### src/sv/i2cw_pkg.sv
// ============================================================================
// i2cw_pkg
// shared codes and transaction types for the i2c master write sequencer
// ============================================================================
package i2cw_pkg;

    localparam logic [3:0] PH_IDLE = 4'd0;
    localparam logic [3:0] PH_ST_A = 4'd1;
    localparam logic [3:0] PH_ST_B = 4'd2;
    localparam logic [3:0] PH_A_BL = 4'd3;
    localparam logic [3:0] PH_A_BH = 4'd4;
    localparam logic [3:0] PH_A_AL = 4'd5;
    localparam logic [3:0] PH_A_AH = 4'd6;
    localparam logic [3:0] PH_WAIT = 4'd7;
    localparam logic [3:0] PH_D_BL = 4'd8;
    localparam logic [3:0] PH_D_BH = 4'd9;
    localparam logic [3:0] PH_D_AL = 4'd10;
    localparam logic [3:0] PH_D_AH = 4'd11;
    localparam logic [3:0] PH_SP_A = 4'd12;
    localparam logic [3:0] PH_SP_B = 4'd13;
    localparam logic [3:0] PH_SP_C = 4'd14;

    localparam logic [1:0] REQ_TICK  = 2'd0;
    localparam logic [1:0] REQ_START = 2'd1;
    localparam logic [1:0] REQ_DATA  = 2'd2;
    localparam logic [1:0] REQ_NONE  = 2'd3;

    localparam logic [1:0] ST_OK        = 2'd0;
    localparam logic [1:0] ST_ADDR_NACK = 2'd1;
    localparam logic [1:0] ST_DATA_NACK = 2'd2;

    localparam logic [15:0] MAX_BYTES = 16'hFFFF;

    typedef struct packed {
        logic [1:0]  req_type;
        logic [6:0]  target_addr;
        logic [15:0] byte_count;
        logic [7:0]  data_byte;
        logic        sda_in;
    } seq_req_t;

    typedef struct packed {
        logic [15:0] bytes_sent;
        logic [1:0]  status;
        logic        done_res;
        logic        need_byte;
        logic        busy_res;
        logic        sda;
        logic        scl;
    } seq_res_t;

endpackage

### src/sv/i2cw_seq.sv
// ============================================================================
// i2cw_seq
// bus phase sequencer: state registers and single-pass next-state logic
// ============================================================================
module i2cw_seq
(
    input  logic               clk,
    input  logic               rst_n,
    input  logic               cfg_wr_en,
    input  logic [15:0]        cfg_wr_data,
    input  logic               fire,
    input  i2cw_pkg::seq_req_t req,
    output i2cw_pkg::seq_res_t res_next
);
    import i2cw_pkg::*;

    logic [15:0] tpp_reg;
    logic [3:0]  phase_reg, phase_next;
    logic [2:0]  bit_index_reg, bit_index_next;
    logic [7:0]  shift_reg, shift_next;
    logic [7:0]  hold_byte_reg, hold_byte_next;
    logic        hold_valid_reg, hold_valid_next;
    logic [15:0] remaining_reg, remaining_next;
    logic [15:0] acked_count_reg, acked_count_next;
    logic [15:0] divider_reg, divider_next;
    logic [1:0]  status_reg, status_next;
    logic        done_next;

    logic [15:0] period;
    logic [16:0] div_inc;
    logic [15:0] cnt_sat;
    logic        ack_ok;
    logic        cur_bit;
    logic        scl_n;
    logic        sda_n;

    assign period  = (tpp_reg == 16'd0) ? 16'd1 : tpp_reg;
    assign div_inc = {1'b0, divider_reg} + 17'd1;
    assign cnt_sat = (req.byte_count > MAX_BYTES) ? MAX_BYTES : req.byte_count;

    always_comb
    begin
        phase_next       = phase_reg;
        bit_index_next   = bit_index_reg;
        shift_next       = shift_reg;
        hold_byte_next   = hold_byte_reg;
        hold_valid_next  = hold_valid_reg;
        remaining_next   = remaining_reg;
        acked_count_next = acked_count_reg;
        divider_next     = divider_reg;
        status_next      = status_reg;
        done_next        = 1'b0;
        ack_ok           = 1'b0;

        case (req.req_type)
            REQ_TICK:
            begin
                if (phase_reg == PH_WAIT)
                begin
                    if (hold_valid_reg)
                    begin
                        shift_next      = hold_byte_reg;
                        hold_valid_next = 1'b0;
                        remaining_next  = remaining_reg - 16'd1;
                        bit_index_next  = 3'd7;
                        phase_next      = PH_D_BL;
                        divider_next    = 16'd0;
                    end
                end
                else if (phase_reg != PH_IDLE)
                begin
                    if (div_inc >= {1'b0, period})
                    begin
                        divider_next = 16'd0;
                        case (phase_reg)
                            PH_ST_A: phase_next = PH_ST_B;
                            PH_ST_B: phase_next = PH_A_BL;
                            PH_A_BL: phase_next = PH_A_BH;
                            PH_D_BL: phase_next = PH_D_BH;
                            PH_A_BH, PH_D_BH:
                            begin
                                if (bit_index_reg == 3'd0)
                                begin
                                    phase_next = (phase_reg == PH_A_BH) ? PH_A_AL : PH_D_AL;
                                end
                                else
                                begin
                                    bit_index_next = bit_index_reg - 3'd1;
                                    phase_next = (phase_reg == PH_A_BH) ? PH_A_BL : PH_D_BL;
                                end
                            end
                            PH_A_AL: phase_next = PH_A_AH;
                            PH_D_AL: phase_next = PH_D_AH;
                            PH_A_AH:
                            begin
                                if (req.sda_in)
                                begin
                                    status_next = ST_ADDR_NACK;
                                    phase_next  = PH_SP_A;
                                end
                                else
                                begin
                                    ack_ok = 1'b1;
                                end
                            end
                            PH_D_AH:
                            begin
                                if (req.sda_in)
                                begin
                                    status_next = ST_DATA_NACK;
                                    phase_next  = PH_SP_A;
                                end
                                else
                                begin
                                    acked_count_next = acked_count_reg + 16'd1;
                                    ack_ok = 1'b1;
                                end
                            end
                            PH_SP_A: phase_next = PH_SP_B;
                            PH_SP_B: phase_next = PH_SP_C;
                            PH_SP_C:
                            begin
                                phase_next = PH_IDLE;
                                done_next  = 1'b1;
                            end
                            default: ;
                        endcase
                        // after a good ack: stop, load the held byte or wait for it
                        if (ack_ok)
                        begin
                            if (remaining_reg == 16'd0)
                            begin
                                phase_next = PH_SP_A;
                            end
                            else if (hold_valid_reg)
                            begin
                                shift_next      = hold_byte_reg;
                                hold_valid_next = 1'b0;
                                remaining_next  = remaining_reg - 16'd1;
                                bit_index_next  = 3'd7;
                                phase_next      = PH_D_BL;
                            end
                            else
                            begin
                                phase_next = PH_WAIT;
                            end
                        end
                    end
                    else
                    begin
                        divider_next = div_inc[15:0];
                    end
                end
            end
            REQ_START:
            begin
                if (phase_reg == PH_IDLE)
                begin
                    shift_next       = {req.target_addr, 1'b0};
                    bit_index_next   = 3'd7;
                    remaining_next   = cnt_sat;
                    acked_count_next = 16'd0;
                    status_next      = ST_OK;
                    hold_valid_next  = 1'b0;
                    divider_next     = 16'd0;
                    phase_next       = PH_ST_A;
                end
            end
            REQ_DATA:
            begin
                if (phase_reg != PH_IDLE && phase_reg < PH_SP_A && !hold_valid_reg
                    && remaining_reg != 16'd0)
                begin
                    hold_byte_next  = req.data_byte;
                    hold_valid_next = 1'b1;
                end
            end
            default: ;
        endcase
    end

    // bus levels for the phase after this transaction
    assign cur_bit = shift_next[bit_index_next];

    always_comb
    begin
        scl_n = 1'b1;
        sda_n = 1'b1;
        case (phase_next)
            PH_ST_B: sda_n = 1'b0;
            PH_A_BL, PH_D_BL:
            begin
                scl_n = 1'b0;
                sda_n = cur_bit;
            end
            PH_A_BH, PH_D_BH: sda_n = cur_bit;
            PH_A_AL, PH_WAIT: scl_n = 1'b0;
            PH_SP_A:
            begin
                scl_n = 1'b0;
                sda_n = 1'b0;
            end
            PH_SP_B: sda_n = 1'b0;
            default: ;
        endcase
    end

    always_comb
    begin
        res_next.scl        = scl_n;
        res_next.sda        = sda_n;
        res_next.busy_res   = (phase_next != PH_IDLE);
        res_next.need_byte  = (phase_next != PH_IDLE) && (phase_next < PH_SP_A)
                              && !hold_valid_next && (remaining_next != 16'd0);
        res_next.done_res   = done_next;
        res_next.status     = status_next;
        res_next.bytes_sent = acked_count_next;
    end

    always_ff @(posedge clk or negedge rst_n)
    begin
        if (!rst_n)
        begin
            tpp_reg <= 16'd1;
        end
        else if (cfg_wr_en)
        begin
            tpp_reg <= cfg_wr_data;
        end
    end

    always_ff @(posedge clk or negedge rst_n)
    begin
        if (!rst_n)
        begin
            phase_reg       <= PH_IDLE;
            bit_index_reg   <= 3'd0;
            shift_reg       <= 8'd0;
            hold_byte_reg   <= 8'd0;
            hold_valid_reg  <= 1'b0;
            remaining_reg   <= 16'd0;
            acked_count_reg <= 16'd0;
            divider_reg     <= 16'd0;
            status_reg      <= ST_OK;
        end
        else if (fire)
        begin
            phase_reg       <= phase_next;
            bit_index_reg   <= bit_index_next;
            shift_reg       <= shift_next;
            hold_byte_reg   <= hold_byte_next;
            hold_valid_reg  <= hold_valid_next;
            remaining_reg   <= remaining_next;
            acked_count_reg <= acked_count_next;
            divider_reg     <= divider_next;
            status_reg      <= status_next;
        end
    end

`ifndef ASSERT_OFF
    a_start_enters: assert property (@(posedge clk) disable iff (!rst_n)
        (fire && req.req_type == REQ_START && phase_reg == PH_IDLE)
        |=> (phase_reg == PH_ST_A))
        else $error("start from idle did not enter start setup");

    a_done_from_stop: assert property (@(posedge clk) disable iff (!rst_n)
        done_next |-> (phase_reg == PH_SP_C))
        else $error("done outside stop end");

    a_wait_has_bytes: assert property (@(posedge clk) disable iff (!rst_n)
        (phase_reg == PH_WAIT) |-> (remaining_reg != 16'd0))
        else $error("waiting for data with no bytes left");

    a_count_holds: assert property (@(posedge clk) disable iff (!rst_n)
        !fire |=> $stable(acked_count_reg) && $stable(phase_reg))
        else $error("state moved without a transaction");
`endif

endmodule

### src/sv/i2c_master_write_sequencer.sv
// ============================================================================
// i2c_master_write_sequencer
// i2c master write engine, 7-bit address, one message per start
// ============================================================================
//  channel  dir  handshake          payload
//  s_*      in   s_tvalid/s_tready  tuser: req_type; tdata: addr, count, data, sda_in
//  m_*      out  m_tvalid/m_tready  tdata: scl, sda, busy, need, done, status, sent
//  cfg_*    in   cfg_wr_en          cfg_wr_data: ticks_per_phase
//
//  one transaction in, one out; one transaction per clock sustained while m_tready is high
//  the sequencer state is registered on each accepted transaction, the result sits in an output register
//  a new transaction is taken when no result is pending or the result is taken in the same cycle
//  reset: sequencer idle, ticks_per_phase 1, no result pending; the result register is not reset
module i2c_master_write_sequencer
(
    input  logic        clk,
    input  logic        rst_n,
    input  logic        cfg_wr_en,
    input  logic [15:0] cfg_wr_data,
    input  logic        s_tvalid,
    output logic        s_tready,
    input  logic [31:0] s_tdata,   // target_addr[6:0], byte_count[22:7],
                                   // data_byte[30:23], sda_in[31]
    input  logic [1:0]  s_tuser,   // req_type[1:0]
    output logic        m_tvalid,
    input  logic        m_tready,
    output logic [23:0] m_tdata    // scl, sda, busy_res, need_byte, done_res,
                                   // status[6:5], bytes_sent[22:7], zero pad
);
    import i2cw_pkg::*;

    logic     fire;
    seq_req_t req;
    seq_res_t res_next;
    logic     m_tvalid_reg, m_tvalid_next;
    seq_res_t res_reg;

    assign s_tready = !m_tvalid_reg || m_tready;
    assign fire     = s_tvalid && s_tready;

    assign req.req_type    = s_tuser;
    assign req.target_addr = s_tdata[6:0];
    assign req.byte_count  = s_tdata[22:7];
    assign req.data_byte   = s_tdata[30:23];
    assign req.sda_in      = s_tdata[31];

    i2cw_seq u_seq
    (
        .clk         (clk),
        .rst_n       (rst_n),
        .cfg_wr_en   (cfg_wr_en),
        .cfg_wr_data (cfg_wr_data),
        .fire        (fire),
        .req         (req),
        .res_next    (res_next)
    );

    assign m_tvalid_next = fire ? 1'b1 : (m_tready ? 1'b0 : m_tvalid_reg);

    always_ff @(posedge clk or negedge rst_n)
    begin
        if (!rst_n)
        begin
            m_tvalid_reg <= 1'b0;
        end
        else
        begin
            m_tvalid_reg <= m_tvalid_next;
        end
    end

    always_ff @(posedge clk)
    begin
        if (fire)
        begin
            res_reg <= res_next;
        end
    end

    assign m_tvalid = m_tvalid_reg;
    assign m_tdata  = {1'b0, res_reg.bytes_sent, res_reg.status, res_reg.done_res,
                       res_reg.need_byte, res_reg.busy_res, res_reg.sda, res_reg.scl};

endmodule
### config.mk
export PLATFORM = sky130hd
export DESIGN_NAME = i2c_master_write_sequencer
export DESIGN_NICKNAME = d
export VERILOG_FILES = /design/src/sv/i2cw_pkg.sv /design/src/sv/i2cw_seq.sv /design/src/sv/i2c_master_write_sequencer.sv
export SDC_FILE = /design/constraint.sdc
export NUM_CORES = 1
export LEC_CHECK = 0
export ABC_AREA = 1
export ABC_CLOCK_PERIOD_IN_PS = 11450
export BUFFER_PORTS_ARGS = -buffer_cell sky130_fd_sc_hd__buf_2
export CAP_MARGIN = 15
export CORE_ASPECT_RATIO = 2
export CORE_MARGIN = 3
export CORE_UTILIZATION = 55
export DETAILED_ROUTE_END_ITERATION = 16
export HOLD_SLACK_MARGIN = 0.15
export PLACE_DENSITY = 0.75
export SLEW_MARGIN = 0
export SYNTH_ARGS = -nofsm -noshare
export SYNTH_HDL_FRONTEND = slang
export SYNTH_SLANG_ARGS = --single-unit
### constraint.sdc
create_clock -name clk -period 11.45 [get_ports clk]
set_input_delay 1.145 -clock clk [delete_from_list [all_inputs] [get_ports clk]]
set_output_delay 1.145 -clock clk [all_outputs]
set_load 0.02 [all_outputs]
* After elaboration in Yosys (flattened, before gate mapping) *
Index checks and enable logic that the tools add are counted.

word-level totals
  bits of input ports = 55
  flip-flop bits (word level) = 114
  output and inout port bits = 26
  logic and storage cells = 173

operators by class
  bitwise gates (word level) = 3
  equality and inequality tests = 28
  muxes and demuxes = 85
  add/subtract/negate cells = 4
  $lt $le $gt $ge = 5
  reductions and logical operators = 30

operator list
  cell                                                    count
  two-way mux 16 bit                                      20
  one-hot mux 16 bit (2 select lines)                     3
  two-way mux 8 bit                                       7
  two-way mux 4 bit                                       12
  == test 4 bit (second input constant)                   11
  one-hot mux 4 bit (11 select lines)                     1
  logical NOT 16 bit                                      2
  nonzero test 16 bit                                     2
  two-way mux 3 bit                                       10
  == test 4 x 3 -> 1 bit (second input constant)          7
  two-way mux 1 bit                                       18
  adder 16 x 1 -> 17 bit (second input constant)          1
  >= comparator 17 x 16 -> 1 bit                          1
  adder 16 x 1 -> 16 bit (second input constant)          1
  == test 4 x 2 -> 1 bit (second input constant)          4
  greater-than comparator 16 bit (second input constant)  1
  one-hot mux 8 bit (2 select lines)                      1
  subtractor 16 x 1 -> 16 bit (second input constant)     1
  two-way mux 2 bit                                       6
  less-than comparator 4 bit (second input constant)      2
  one-hot mux 2 bit (2 select lines)                      2
  one-hot mux 4 bit (2 select lines)                      1
  nonzero test 4 bit                                      2
  OR reduction 4 bit                                      2
  25 further kinds                                        37

* Depth between registers and ports, before layout *
  depth after elaboration = 16
  mapped depth = 32
  depth with buffers taken out = 31

* Modules after synthesis *
From an unflattened synthesis, not the netlist that was laid out.

unflattened totals
  cells, all modules = 1289
  area total of the unflattened synthesis = 8585.7 µm²

by module, submodules not included
  module                      instances  seq. area each (µm²)  cells each  area an instance (µm²)
  i2cw_seq                    1          2253.4                1258        7838.8
  i2c_master_write_sequencer  1          715.7                 31          747.0

* Least setup slack after synthesis *
No wires, ideal clock.

  kind = reg2reg
  start point = reg u_seq.divider_reg[0]
  end point = reg res_reg, in the netlist m_tdata[1] (data pin)
  required time = 11.197 ns
  cell stages (with the launch flop) = 30
  path buffers = 1
  data arrival time = 3.416 ns
  path slack = 7.781 ns
  setup time = 0.253 ns
  clock period less this slack = 3.669 ns
  path through = dfrtp_1 nand4_1 nor2_1 nand2_1 nor2_1 inv_1 nor2_1 nand3_1 nor2_1 inv_1 nor2_1 nand2_1 xor2_1 inv_1 ha_1 nand3_1 inv_1 nand2_1 nor2_1 a21oi_2 nand3_2 buf_6 nand2_1 nand2_1 a21oi_2 nand2_1 nor2_1 nor2_1 nand3b_1 nand2_1

RTL lines
  what                    RTL line                          source
  start, declared         i2cw_seq.sv:25                    logic [15:0] divider_reg, divider_next;
  start signal, assigned  i2cw_seq.sv:255                   divider_reg <= divider_next;
  end signal, assigned    i2c_master_write_sequencer.sv:76  res_reg <= res_next;
  end, declared           i2c_master_write_sequencer.sv:36  seq_res_t res_reg;

==> out/metrics.cfg <==
[grt]
grt_pass1_wl_microns = 41600
antenna_found_initial = 0
grtUsageTotal_pct = 31.2
grt_max_degree = 87
grt_pass1_vias = 8553
grt-ovfl-total = 0

[synth]
synth-seq-cells = 114
async_flop_share_pct = 79.8
synthCells = 1268
syn_area_sq_um = 8510
synth-edff-count = 23
yosysSeqAreaShare_pct = 34.9
synth_cell_types = 57
syn_area_per_cell_sq_um = 6.71
ys.flop_type = dfrtp_1
yosys_warnings = 0
synth_nets = 1346

[timing]
setup_tns_ns = 0
relSlewSlack_pct = 41.0
setup_viol = 0
rsz0062_at_grt = no
max_freq_mhz = 181
min_period_ns = 5.52
tightest_slew_ns = 0.885
finalMaxSlewViolations = 0
finalHoldViolCount = 0
finalClockSkew_ns = 0.00866
fin_crit_sh_pct = 48.2

[min_path]
min_to = u_seq.acked_count_reg[15]
hp-class = flop to flop
min_from = u_seq.acked_count_reg[15]
hold_path_depth = 2

[detailed_routing]
finalWirelength_microns = 25800
vias = 8723
antenna_left = 0
drt-vias-per-instance = 5.72
drc = 0
drtIter0Drc = 589
first_pass_iters = 7
wire_per_inst_microns = 16.9

[worst_setup_path]
critPathRequiredTime_ns = 11.62
reg2reg_slack_ns = 5.93
rr_endpoint = m_tdata[3]
worstPathArrival_ns = 5.69
critPathKind = flop to flop
crit_path_end_kind = flop
rr_startpoint = u_seq.divider_reg[0]
startpoint = u_seq.divider_reg[0]
cp-start-kind = flop
cp_max_fo = 38
ff2ff_path_depth = 30
slowest_stage = nand3_2
cpPeakStageDelay_ns = 0.82

[clock_network]
htreeDepth = 4
cts_tree = built
post_cts_resized = 0
root_buffer = clkbuf_16
clkLatencyLatePin_ns = 0.42
postCtsSetupRepairBufs = 0
cts_buffers = 17
cts.path.max_buffers = 2
hold_buffers = 0
path_clk_slew_ns = 0.06
cts.sinks = 114

[flow_run]
maxCapViolations = 0

[die]
die_w_microns = 94.0
ios = 81
start_util_pct = 56.9
rows = 63
core_sq_um = 15000
die-area_sq_um = 17100
die_h_microns = 182

[outcome]
status = complete, no violations

[cells_and_area]
fin_util_pct = 63.8
layout_common_cells = nand2_1 (408), o21ai_0 (139), inv_1 (135), nor2_1 (95), dfrtp_1 (90)
largest_register_ffs = 23
drive_gt1_share_pct = 12.5
fillers = 1432
final_common_cell = nand2_1
diodes = 0
nets = 1395
layout-area-overhead-vs-synth_pct = 12.1

[place]
place_congestion = 0.957
hpwl_microns = 18500
numPortBuffers = 79

[power_and_ir_drop]
ir_drop_v = 0.000154
power_per_cell_area_nw_per_um2 = 253
cellLeakagePower_nw = 4.74

worst max-delay path: cells and delay by family, from the launching register on:
family	cells	cell delay, ns
AO/OA/AOI/OAI	2	0.69
XOR/XNOR	1	0.18
adder cells (fa/ha/maj)	1	0.31
flip-flops	1	0.43
buffers and inverters	5	0.83
AND/OR/NAND/NOR	21	2.84
Yosys cell counts, types with 4 or more instances:
| cell type | n | area share [%] |
|---|---|---|
| nor2_1 | 96 | 4.2 |
| nor3_1 | 8 | 0.47 |
| clkbuf_1 | 35 | 1.5 |
| xor2_1 | 14 | 1.4 |
| nand2_1 | 408 | 18 |
| clkinv_1 | 5 | 0.22 |
| nor2_2 | 6 | 0.44 |
| inv_2 | 9 | 0.40 |
| ha_1 | 23 | 3.4 |
| buf_1 | 5 | 0.22 |
| a21oi_1 | 37 | 2.2 |
| o21ai_0 | 139 | 8.2 |
| edfxtp_1 | 23 | 8.1 |
| mux2i_1 | 4 | 0.47 |
| inv_1 | 136 | 6.0 |
| nand3_2 | 4 | 0.47 |
| buf_2 | 9 | 0.53 |
| a22oi_1 | 12 | 1.1 |
| nand3_1 | 80 | 4.7 |
| o211ai_1 | 7 | 0.62 |
| mux2_2 | 8 | 1.1 |
| a31oi_1 | 4 | 0.29 |
| o22ai_1 | 22 | 1.6 |
| a211oi_1 | 4 | 0.35 |
| nand4_1 | 27 | 2.0 |
| dfrtp_1 | 90 | 26 |
| a221oi_1 | 4 | 0.41 |
| buf_4 | 5 | 0.44 |
layout make-up:
class / count / area (sq um) / share of cell area [%]
timing repair buffer: 87 / 458 / 4.80
clock inverter: 15 / 170 / 1.78
sequential: 114 / 2970 / 31.1
tap: 195 / 244 / 2.56
inverter: 150 / 563 / 5.90
clock buffer: 17 / 425 / 4.46
multi-input combinational: 947 / 4720 / 49.4
cell families (layout without fill, tap and decap cells):
group / after synthesis / in the layout / synth area share, %
AO/OA/AOI/OAI: 246 / 246 / 16.2
XOR/XNOR: 15 / 15 / 1.54
adder cells (fa/ha/maj): 23 / 23 / 3.38
buffers and inverters: 207 / 269 / 9.74
flip-flops: 114 / 114 / 34.9
multiplexers: 12 / 12 / 1.53
other: 1 / 1 / 0.0440
AND/OR/NAND/NOR: 650 / 650 / 32.7
through the flow:
stage / hold WS [ns] / power (mW) / area (sq um) / cells / setup WS [ns]
after floorplan: 0.449 / 1.55 / 8510 / 1268 / 7.78
after global placement: 0.465 / 1.83 / 8950 / 1493 / 6.12
after detailed placement: 0.472 / 1.86 / 8950 / 1493 / 6.03
after CTS: 0.488 / 2.41 / 9550 / 1525 / 5.98
after global routing: 0.515 / 2.61 / 9550 / 1525 / 5.30
final: 0.486 / 2.41 / 9550 / 1525 / 5.93
how the worst max path moves through the flow:
stage | slack [ns] | end | cells after the start
after CTS | 5.98 | m_tdata[1] | 23
after global routing | 5.30 | m_tdata[1] | 28
after detailed placement | 6.03 | m_tdata[3] | 30
final | 5.93 | m_tdata[3] | 30
after global placement | 6.12 | m_tdata[1] | 23
after floorplan | 7.78 | m_tdata[1] | 29
routing by layer:
| metal | global-route usage (%) | share of wire, % | wire, microns | vias up |
|---|---|---|---|---|
| met5 | 0 | 0 | 0 | - |
| met4 | 22.6 | 6.8 | 1760 | 0 |
| met3 | 4.48 | 5.3 | 1360 | 100 |
| met2 | 55.2 | 53 | 13600 | 336 |
| met1 | 32.7 | 35 | 9090 | 4016 |
| li1 | - | - | - | 4271 |
power by group:
group | internal (mW) | switching [mW]
clock network | 0.326 | 0.213
logic | 0.396 | 0.826
registers | 0.538 | 0.115
No activity file was read; power rests on OpenSTA's default activity.
